### src/hdl/krs_pkg.sv
// shared constants and types for the keyed register store
package krs_pkg;

    localparam int TABLE_ENTRIES = 64;
    localparam int IDX_W = (TABLE_ENTRIES > 1) ? $clog2(TABLE_ENTRIES) : 1;
    localparam int CNT_W = $clog2(TABLE_ENTRIES + 1);
    localparam int ENTRY_W = 40;
    localparam int COUNT_OUT_W = 7;

    localparam logic [7:0] CMD_READ = 8'h52;
    localparam logic [7:0] CMD_WRITE = 8'h57;
    localparam logic [15:0] LEN_MIN = 16'd11;
    localparam logic [15:0] LEN_MAX = 16'd13;

    typedef enum logic [1:0] {
        S_IDLE,
        S_SEARCH,
        S_UPDATE,
        S_REPLY
    } t_state;

    typedef struct packed {
        logic [15:0] dev_id;
        logic [7:0]  reg_id;
        logic [15:0] value;
    } t_entry;

    typedef struct packed {
        logic             done;
        logic             hit;
        logic [IDX_W-1:0] hit_idx;
        logic             free_found;
        logic [IDX_W-1:0] free_idx;
        logic [15:0]      value;
    } t_search;

endpackage

### src/hdl/krs_req_if.sv
// request channel: parsed command with key, value and length
interface krs_req_if;
    logic        valid;
    logic        ready;
    logic [7:0]  command;
    logic [15:0] device_id;
    logic [7:0]  register_id;
    logic [15:0] write_value;
    logic [15:0] message_length;

    modport source (
        output valid, command, device_id, register_id, write_value, message_length,
        input  ready
    );
    modport sink (
        input  valid, command, device_id, register_id, write_value, message_length,
        output ready
    );
endinterface

### src/hdl/krs_rsp_if.sv
// response channel: status, echoed key, value and entry count
interface krs_rsp_if;
    logic        valid;
    logic        ready;
    logic        status;
    logic [15:0] out_device;
    logic [7:0]  out_register;
    logic [15:0] out_value;
    logic [6:0]  entry_count;

    modport source (
        output valid, status, out_device, out_register, out_value, entry_count,
        input  ready
    );
    modport sink (
        input  valid, status, out_device, out_register, out_value, entry_count,
        output ready
    );
endinterface

### src/hdl/keyed_register_store_top.sv
// keyed register store: request control, valid bits, entry ram and response register
// a well-formed request walks the entry ram one slot per cycle until the first match or the last slot,
// then passes through the update state before the response register loads
// a request with a bad length or command skips the search and goes straight to the reply state
// one request at a time: ready rises the cycle after the response register loads,
// and that load waits while an earlier response is still held
// reset clears the valid bits and the entry count; the ram itself is not cleared
module keyed_register_store_top (
    input  logic       i_clk,
    input  logic       i_rst_n,
    krs_req_if.sink    i_req,
    krs_rsp_if.source  o_rsp
);
    import krs_pkg::*;

    t_state r_state;
    t_state n_state;

    logic [7:0]  r_cmd;
    logic [15:0] r_dev;
    logic [7:0]  r_reg;
    logic [15:0] r_wval;

    logic [TABLE_ENTRIES-1:0] r_valid;
    logic [CNT_W-1:0]         r_count;

    logic        r_res_err;
    logic [15:0] r_res_value;

    logic        r_o_valid;
    logic        r_o_status;
    logic [15:0] r_o_device;
    logic [7:0]  r_o_register;
    logic [15:0] r_o_value;
    logic [6:0]  r_o_count;

    logic             req_xfer;
    logic             req_ok;
    logic             search_start;
    logic             is_write;
    logic             upd_err;
    logic             ram_we;
    logic             new_entry;
    logic [IDX_W-1:0] ram_waddr;
    logic             out_load;
    logic [IDX_W-1:0] rd_addr;
    t_entry           rd_data;
    t_entry           wr_data;
    t_search          res;

    assign req_ok = (i_req.message_length inside {[LEN_MIN:LEN_MAX]})
                    && (i_req.command inside {CMD_READ, CMD_WRITE});
    assign is_write = (r_cmd == CMD_WRITE);
    assign upd_err = is_write ? (!res.hit && !res.free_found) : !res.hit;

    // next state
    always_comb begin
        n_state = r_state;
        case (r_state)
            S_IDLE: begin
                if (req_xfer) begin
                    n_state = req_ok ? S_SEARCH : S_REPLY;
                end
            end
            S_SEARCH: begin
                if (res.done) begin
                    n_state = S_UPDATE;
                end
            end
            S_UPDATE: begin
                n_state = S_REPLY;
            end
            S_REPLY: begin
                if (out_load) begin
                    n_state = S_IDLE;
                end
            end
            default: begin
                n_state = S_IDLE;
            end
        endcase
    end

    // state outputs
    always_comb begin
        i_req.ready  = 1'b0;
        search_start = 1'b0;
        ram_we       = 1'b0;
        out_load     = 1'b0;
        case (r_state)
            S_IDLE: begin
                i_req.ready  = 1'b1;
                search_start = i_req.valid && req_ok;
            end
            S_UPDATE: begin
                ram_we = is_write && !upd_err;
            end
            S_REPLY: begin
                out_load = !r_o_valid || o_rsp.ready;
            end
            default: begin
            end
        endcase
    end

    assign req_xfer  = i_req.valid && i_req.ready;
    assign new_entry = ram_we && !res.hit;
    assign ram_waddr = res.hit ? res.hit_idx : res.free_idx;

    always_comb begin
        wr_data.dev_id = r_dev;
        wr_data.reg_id = r_reg;
        wr_data.value  = r_wval;
    end

    always_ff @(posedge i_clk) begin
        if (!i_rst_n) begin
            r_state <= S_IDLE;
            r_valid <= '0;
            r_count <= '0;
        end else begin
            r_state <= n_state;
            if (new_entry) begin
                r_valid[res.free_idx] <= 1'b1;
                r_count               <= r_count + 1'b1;
            end
        end
    end

    // request capture and result
    always_ff @(posedge i_clk) begin
        if (req_xfer) begin
            r_cmd     <= i_req.command;
            r_dev     <= i_req.device_id;
            r_reg     <= i_req.register_id;
            r_wval    <= i_req.write_value;
            r_res_err <= !req_ok;
        end
        if (r_state == S_UPDATE) begin
            r_res_err   <= upd_err;
            r_res_value <= is_write ? r_wval : res.value;
        end
    end

    // response register
    always_ff @(posedge i_clk) begin
        if (!i_rst_n) begin
            r_o_valid <= 1'b0;
        end else if (out_load) begin
            r_o_valid <= 1'b1;
        end else if (o_rsp.ready) begin
            r_o_valid <= 1'b0;
        end
    end

    always_ff @(posedge i_clk) begin
        if (out_load) begin
            r_o_status   <= r_res_err;
            r_o_device   <= r_res_err ? 16'd0 : r_dev;
            r_o_register <= r_res_err ? 8'd0 : r_reg;
            r_o_value    <= r_res_err ? 16'd0 : r_res_value;
            r_o_count    <= COUNT_OUT_W'(r_count);
        end
    end

    assign o_rsp.valid        = r_o_valid;
    assign o_rsp.status       = r_o_status;
    assign o_rsp.out_device   = r_o_device;
    assign o_rsp.out_register = r_o_register;
    assign o_rsp.out_value    = r_o_value;
    assign o_rsp.entry_count  = r_o_count;

    krs_search u_search (
        .i_clk     (i_clk),
        .i_rst_n   (i_rst_n),
        .i_start   (search_start),
        .i_key_dev (r_dev),
        .i_key_reg (r_reg),
        .i_valid   (r_valid),
        .i_rd_data (rd_data),
        .o_rd_addr (rd_addr),
        .o_res     (res)
    );

    krs_ram #(
        .WIDTH (ENTRY_W),
        .DEPTH (TABLE_ENTRIES)
    ) u_entry_ram (
        .i_clk   (i_clk),
        .i_we    (ram_we),
        .i_waddr (ram_waddr),
        .i_wdata (wr_data),
        .i_raddr (rd_addr),
        .o_rdata (rd_data)
    );

`ifndef SYNTHESIS
    a_count_matches: assert property (@(posedge i_clk) disable iff (!i_rst_n)
        r_count == CNT_W'($countones(r_valid)))
        else $error("entry count differs from valid bits");
    a_count_bound: assert property (@(posedge i_clk) disable iff (!i_rst_n)
        r_count <= CNT_W'(TABLE_ENTRIES))
        else $error("entry count above table size");
    a_insert_free: assert property (@(posedge i_clk) disable iff (!i_rst_n)
        new_entry |-> !r_valid[res.free_idx])
        else $error("insert into an occupied slot");
`endif
endmodule

### src/hdl/krs_ram.sv
// generic simple dual-port ram with registered read
module krs_ram #(
    parameter int WIDTH = 8,
    parameter int DEPTH = 16
) (
    input  logic                                      i_clk,
    input  logic                                      i_we,
    input  logic [((DEPTH > 1) ? $clog2(DEPTH) : 1)-1:0] i_waddr,
    input  logic [WIDTH-1:0]                          i_wdata,
    input  logic [((DEPTH > 1) ? $clog2(DEPTH) : 1)-1:0] i_raddr,
    output logic [WIDTH-1:0]                          o_rdata
);
    logic [WIDTH-1:0] r_mem [DEPTH];
    logic [WIDTH-1:0] r_rdata;

    always_ff @(posedge i_clk) begin
        if (i_we) begin
            r_mem[i_waddr] <= i_wdata;
        end
        r_rdata <= r_mem[i_raddr];
    end

    assign o_rdata = r_rdata;
endmodule

### src/hdl/krs_search.sv
// sequential key search over the entry ram, also finds the lowest free slot among the slots it scans
module krs_search (
    input  logic                                   i_clk,
    input  logic                                   i_rst_n,
    input  logic                                   i_start,
    input  logic [15:0]                            i_key_dev,
    input  logic [7:0]                             i_key_reg,
    input  logic [krs_pkg::TABLE_ENTRIES-1:0]      i_valid,
    input  krs_pkg::t_entry                        i_rd_data,
    output logic [krs_pkg::IDX_W-1:0]              o_rd_addr,
    output krs_pkg::t_search                       o_res
);
    import krs_pkg::*;

    localparam logic [IDX_W-1:0] LAST_IDX = IDX_W'(TABLE_ENTRIES - 1);

    logic             r_busy;
    logic             r_issue;
    logic [IDX_W-1:0] r_idx;
    logic             r_cmp_vld;
    logic [IDX_W-1:0] r_cmp_idx;
    logic             r_done;
    logic             r_hit;
    logic [IDX_W-1:0] r_hit_idx;
    logic             r_free_found;
    logic [IDX_W-1:0] r_free_idx;
    logic [15:0]      r_value;

    logic cur_valid;
    logic cur_match;

    assign cur_valid = i_valid[r_cmp_idx];
    assign cur_match = cur_valid && (i_rd_data.dev_id == i_key_dev)
                       && (i_rd_data.reg_id == i_key_reg);

    // control
    always_ff @(posedge i_clk) begin
        if (!i_rst_n) begin
            r_busy    <= 1'b0;
            r_issue   <= 1'b0;
            r_cmp_vld <= 1'b0;
            r_done    <= 1'b0;
        end else begin
            r_done <= 1'b0;
            if (i_start) begin
                r_busy    <= 1'b1;
                r_issue   <= 1'b1;
                r_cmp_vld <= 1'b0;
            end else if (r_busy) begin
                r_cmp_vld <= r_issue;
                if (r_issue && (r_idx == LAST_IDX)) begin
                    r_issue <= 1'b0;
                end
                // stop at the first match or after the last slot
                if (r_cmp_vld && (cur_match || (r_cmp_idx == LAST_IDX))) begin
                    r_busy    <= 1'b0;
                    r_issue   <= 1'b0;
                    r_cmp_vld <= 1'b0;
                    r_done    <= 1'b1;
                end
            end
        end
    end

    // scan datapath
    always_ff @(posedge i_clk) begin
        if (i_start) begin
            r_idx        <= '0;
            r_hit        <= 1'b0;
            r_free_found <= 1'b0;
        end else if (r_busy) begin
            r_cmp_idx <= r_idx;
            if (r_issue && (r_idx != LAST_IDX)) begin
                r_idx <= r_idx + 1'b1;
            end
            if (r_cmp_vld) begin
                if (!cur_valid && !r_free_found) begin
                    r_free_found <= 1'b1;
                    r_free_idx   <= r_cmp_idx;
                end
                if (cur_match) begin
                    r_hit     <= 1'b1;
                    r_hit_idx <= r_cmp_idx;
                    r_value   <= i_rd_data.value;
                end
            end
        end
    end

    assign o_rd_addr = r_idx;

    always_comb begin
        o_res.done       = r_done;
        o_res.hit        = r_hit;
        o_res.hit_idx    = r_hit_idx;
        o_res.free_found = r_free_found;
        o_res.free_idx   = r_free_idx;
        o_res.value      = r_value;
    end

`ifndef SYNTHESIS
    a_cmp_in_scan: assert property (@(posedge i_clk) disable iff (!i_rst_n)
        r_cmp_vld |-> r_busy)
        else $error("compare stage active outside a search");
    a_start_idle: assert property (@(posedge i_clk) disable iff (!i_rst_n)
        i_start |-> !r_busy)
        else $error("search started while busy");
    a_hit_valid: assert property (@(posedge i_clk) disable iff (!i_rst_n)
        (r_done && r_hit) |-> i_valid[r_hit_idx])
        else $error("search hit on an invalid slot");
    a_free_invalid: assert property (@(posedge i_clk) disable iff (!i_rst_n)
        (r_done && r_free_found) |-> !i_valid[r_free_idx])
        else $error("free slot reported as valid");
`endif
endmodule

### src/flat_wrapper.sv
// flat-port wrapper written by rule: the top's interface ports become plain ports
module keyed_register_store_top_flat import krs_pkg::*;
  (i_clk, i_rst_n, i_req_valid, i_req_command, i_req_device_id, i_req_register_id, i_req_write_value, i_req_message_length, i_req_ready, o_rsp_valid, o_rsp_status, o_rsp_out_device, o_rsp_out_register, o_rsp_out_value, o_rsp_entry_count, o_rsp_ready);
  krs_req_if i_req_i ();
  krs_rsp_if o_rsp_i ();
  input  logic i_clk;
  input  logic i_rst_n;
  input wire logic [$bits(i_req_i.valid)-1:0] i_req_valid;
  input wire logic [$bits(i_req_i.command)-1:0] i_req_command;
  input wire logic [$bits(i_req_i.device_id)-1:0] i_req_device_id;
  input wire logic [$bits(i_req_i.register_id)-1:0] i_req_register_id;
  input wire logic [$bits(i_req_i.write_value)-1:0] i_req_write_value;
  input wire logic [$bits(i_req_i.message_length)-1:0] i_req_message_length;
  output wire logic [$bits(i_req_i.ready)-1:0] i_req_ready;
  output wire logic [$bits(o_rsp_i.valid)-1:0] o_rsp_valid;
  output wire logic [$bits(o_rsp_i.status)-1:0] o_rsp_status;
  output wire logic [$bits(o_rsp_i.out_device)-1:0] o_rsp_out_device;
  output wire logic [$bits(o_rsp_i.out_register)-1:0] o_rsp_out_register;
  output wire logic [$bits(o_rsp_i.out_value)-1:0] o_rsp_out_value;
  output wire logic [$bits(o_rsp_i.entry_count)-1:0] o_rsp_entry_count;
  input wire logic [$bits(o_rsp_i.ready)-1:0] o_rsp_ready;
  assign i_req_i.valid = i_req_valid;
  assign i_req_i.command = i_req_command;
  assign i_req_i.device_id = i_req_device_id;
  assign i_req_i.register_id = i_req_register_id;
  assign i_req_i.write_value = i_req_write_value;
  assign i_req_i.message_length = i_req_message_length;
  assign i_req_ready = i_req_i.ready;
  assign o_rsp_valid = o_rsp_i.valid;
  assign o_rsp_status = o_rsp_i.status;
  assign o_rsp_out_device = o_rsp_i.out_device;
  assign o_rsp_out_register = o_rsp_i.out_register;
  assign o_rsp_out_value = o_rsp_i.out_value;
  assign o_rsp_entry_count = o_rsp_i.entry_count;
  assign o_rsp_i.ready = o_rsp_ready;
  keyed_register_store_top u_core (.i_clk(i_clk), .i_rst_n(i_rst_n), .i_req(i_req_i), .o_rsp(o_rsp_i));
endmodule
### config.mk
export PLATFORM = sky130hd
export DESIGN_NAME = keyed_register_store_top_flat
export DESIGN_NICKNAME = d
export VERILOG_FILES = /design/src/hdl/krs_pkg.sv /design/src/hdl/krs_req_if.sv /design/src/hdl/krs_rsp_if.sv /design/src/hdl/keyed_register_store_top.sv /design/src/hdl/krs_ram.sv /design/src/hdl/krs_search.sv /design/src/flat_wrapper.sv
export SDC_FILE = /design/constraint.sdc
export NUM_CORES = 2
export LEC_CHECK = 0
export BUFFER_PORTS_ARGS = -buffer_cell sky130_fd_sc_hd__buf_4
export CORE_MARGIN = 10
export CORE_UTILIZATION = 43
export DETAILED_ROUTE_END_ITERATION = 10
export GPL_ROUTABILITY_DRIVEN = 1
export SYNTH_ARGS = -nofsm -noshare
export SYNTH_HDL_FRONTEND = slang
export SYNTH_SLANG_ARGS = --single-unit
### constraint.sdc
create_clock -name i_clk -period 5 [get_ports i_clk]
set_clock_uncertainty 0.2 [all_clocks]
set_input_delay 0.5 -clock i_clk [delete_from_list [all_inputs] [get_ports i_clk]]
set_output_delay 0.5 -clock i_clk [all_outputs]
set_load 0.1 [all_outputs]
==> flow_summary_export.csv <==
group,metric,value,unit
global_routing,busiest_layer,"met2",
clock_tree,clock_path_buffers,4,
pwr,ir_worst_vdd,0.386,mV
routing,viasPerCell,5.87,
setup_path,slowest_delay,0.87,ns
synthesis,ys.flop_type,"edfxtp_1",
timing,rsz0062_at_grt,"no",
synthesis,syn_inst,4405,
clock_tree,worstSkewPairLatency,0.95,ns
global_routing,grt_overflow_total,0,
synthesis,synth_cell_types,48,
clock_tree,cts_resized,0,
setup_path,worst-path-max-fanout,22,
pwr,cellLeakagePower,0.0397,uW
clock_tree,htree_levels,5,
synthesis,netlist_area,107000,um2
setup_path,arrival,4.23,ns
routing,antenna_left,0,
setup_path,cp_data_required_time,5.37,ns
setup_path,cp-end-kind,"flop",
global_routing,grt.met1_usage,28.5,%
synthesis,yosys_warnings,0,
place,portBuffers,117,
timing,slew_headroom,22.2,%
global_routing,track_usage,20.0,%
global_routing,grt_pass1_vias,50600,
floorplan,dieArea,269000,um2
timing,setup_tns,0,ns
routing,drtPass1Iterations,6,
cells_and_area,num-fill-cells,19300,
synthesis,yosys.area.top_type,"edfxtp_1",
place,placed_cell_area,114000,um2
synthesis,synth_nets,4479,
cells_and_area,layout.nets,4960,
setup_path,crit_type,"flop to flop",
synthesis,syn_avg_cell_area,24.3,um2
floorplan,die_w,519,um
floorplan,initial_utilization,43.3,%
global_routing,antenna_found_initial,20,
clock_tree,cts_tree,"built",
place,dp_slack,1.32,ns
timing,period_share,77.2,%
synthesis,synth_top_area_share,76.1,%
synthesis,synth.area.top_cells,"edfxtp_1, mux4_2, dfxtp_1, nor2_1, clkbuf_1",
cells_and_area,largest-register,"u_core.u_entry_ram.r_mem",
routing,drtIter0Drc,6302,
floorplan,die_y,519,um
global_routing,grt_max_degree,102,
cells_and_area,syn_to_final_growth,15.9,%
setup_path,worstSetupStartpointType,"flop",
synthesis,yosysMostFrequentCell,"edfxtp_1",
routing,drc,0,
cells_and_area,multi_input_area,22600,um2
clock_tree,cts_inserted_buffers,305,
floorplan,row_count,182,
floorplan,fp.coreArea,247000,um2
global_routing,met3_usage,6.43,%
routing,vias,49500,
job,maxCapViolations,0,
global_routing,grt_util_met2,29.9,%
place,place.gp.congestion,0.787,
timing,layout_setup_ws,1.14,ns
clock_tree,cts-root-buf,"clkbuf_16",
setup_path,cpMaxStageDelayCell,"nor4_2",
cells_and_area,largest_reg_flops,2560,
clock_tree,cts_num_sinks,2833,
synthesis,synth_edf_count,2707,
cells_and_area,ff_latch_area,83800,um2
timing,finalSetupViolations,0,
place,post-dp-hpwl,158000,um
setup_path,crit_top_cell,"nand4_1",
setup_path,crit_buf_inv,1,
global_routing,grt_pass1_wl,386000,um
cells_and_area,final_layout_size_suffix_gt1_share,33.3,%
routing,wl_per_cell,32.3,um
cells_and_area,fin_cells,8426,
timing,fmax,259,MHz
floorplan,io_pins,118,
timing,slew_violations,0,
hold_path,hp-class,"input port to flop",
routing,totalWireLength,272000,um
place,place_inst,7836,
setup_path,path_delay_family,"simple AND/OR/NAND/NOR gates",
outcome,status,"finished clean",
synthesis,synth_seq_area_share,78.4,%
synthesis,ys_ff_latch,2833,
setup_path,crit_chain,"xnor2_1, nand4_1, nor4_2, nand4_1, nor2_2, buf_4",
timing,tightest_slew,1.16,ns
synthesis,synthTopCellsByCount,"edfxtp_1, mux4_2, nor2_1",
pwr,powerDensity,416,nW/um2
timing,hold_viol,0,
cells_and_area,final_area,124000,um2
timing,fin_crit,3.86,ns
clock_tree,clkTransAtPathRegs,0.06,ns
synthesis,synthArstFlopShare,0,%
cells_and_area,finalCoreUtilization,50.2,%
per-layer routing:
metal  vias up  share of wire, %
met5         -             0.024
met4        10               2.4
met3       430                10
met2      2218                46
met1     27000                41
li1      19900                 -
cells by family (layout without fill, tap and decap cells):
group	after synthesis	after routing	share of synthesized area [%]
DFF	2833	2833	78.4
muxes	884	884	18.3
and+or+nand+nor	311	311	1.35
buffers and inverters	232	937	0.951
AOI/OAI and AO/OA	106	106	0.631
xor gates and xnor gates	33	33	0.270
adders and majority gates	6	6	0.0702
other	0	4	0
worst paths after layout:
path	startpoint	end	slack, ns	cells after the start
worst max register to register	u_core.r_dev[15]$_DFFE_PP_	u_core.u_search.r_value[1]$_DFFE_PP_	1.14	6
worst min-delay path	i_req_write_value[5]	u_core.r_wval[5]$_DFFE_PP_	0.09	2
worst max-delay path	u_core.r_dev[15]$_DFFE_PP_	u_core.u_search.r_value[1]$_DFFE_PP_	1.14	6
worst min register to register	u_core.u_entry_ram.o_rdata[14]$_DFF_P_	u_core.u_search.r_value[14]$_DFFE_PP_	0.21	0
metrics by stage:
stage          power (uW)  hold WS [ns]
3_5_place_dp        30400         0.191
5_1_grt             53100        0.0610
4_1_cts             51900        0.0293
2_1_floorplan       29200         0.186
3_3_place_gp        30300         0.187
6_report            51500        0.0896
cell usage in the layout (no fill, tap or decap), types with 15 or more instances in the layout:
| cell type | n |
|---|---|
| clkbuf_16 | 310 |
| o21a_1 | 15 |
| mux4_2 | 854 |
| xor2_1 | 15 |
| mux2_2 | 17 |
| dlygate4sd3_1 | 55 |
| clkbuf_1 | 75 |
| nor2b_1 | 50 |
| nor2_1 | 89 |
| xnor2_1 | 18 |
| buf_12 | 56 |
| dfxtp_1 | 120 |
| buf_4 | 282 |
| a31oi_1 | 16 |
| clkinv_2 | 44 |
| a21oi_1 | 40 |
| nand2_1 | 41 |
| nor2_4 | 64 |
| edfxtp_1 | 2707 |
| clkinv_1 | 44 |
| bufinv_16 | 21 |
layout make-up:
class                      count  share of cell area (%)
inverter                      13                  0.0394
clock inverter               133                    1.01
clock buffer                 398                    6.64
sequential                  2833                    67.7
multi-input combinational   1340                    18.2
timing repair buffer         393                    3.06
tap                         3312                    3.35
antenna                        4                 0.00808
power by group:
part	switching [uW]	internal, uW
Clock	8890	12600
Combinational	2120	352
Sequential	222	27300
what timing repair did:
| action | 4_1_cts | 5_1_grt |
|---|---|---|
| hold buffers | 55 | 0 |
| hold endpoints to repair | 72 | 0 |
| buffers inserted | 0 | 0 |
| setup endpoints to repair | 0 | 0 |
(Power assumes the default switching activity.)
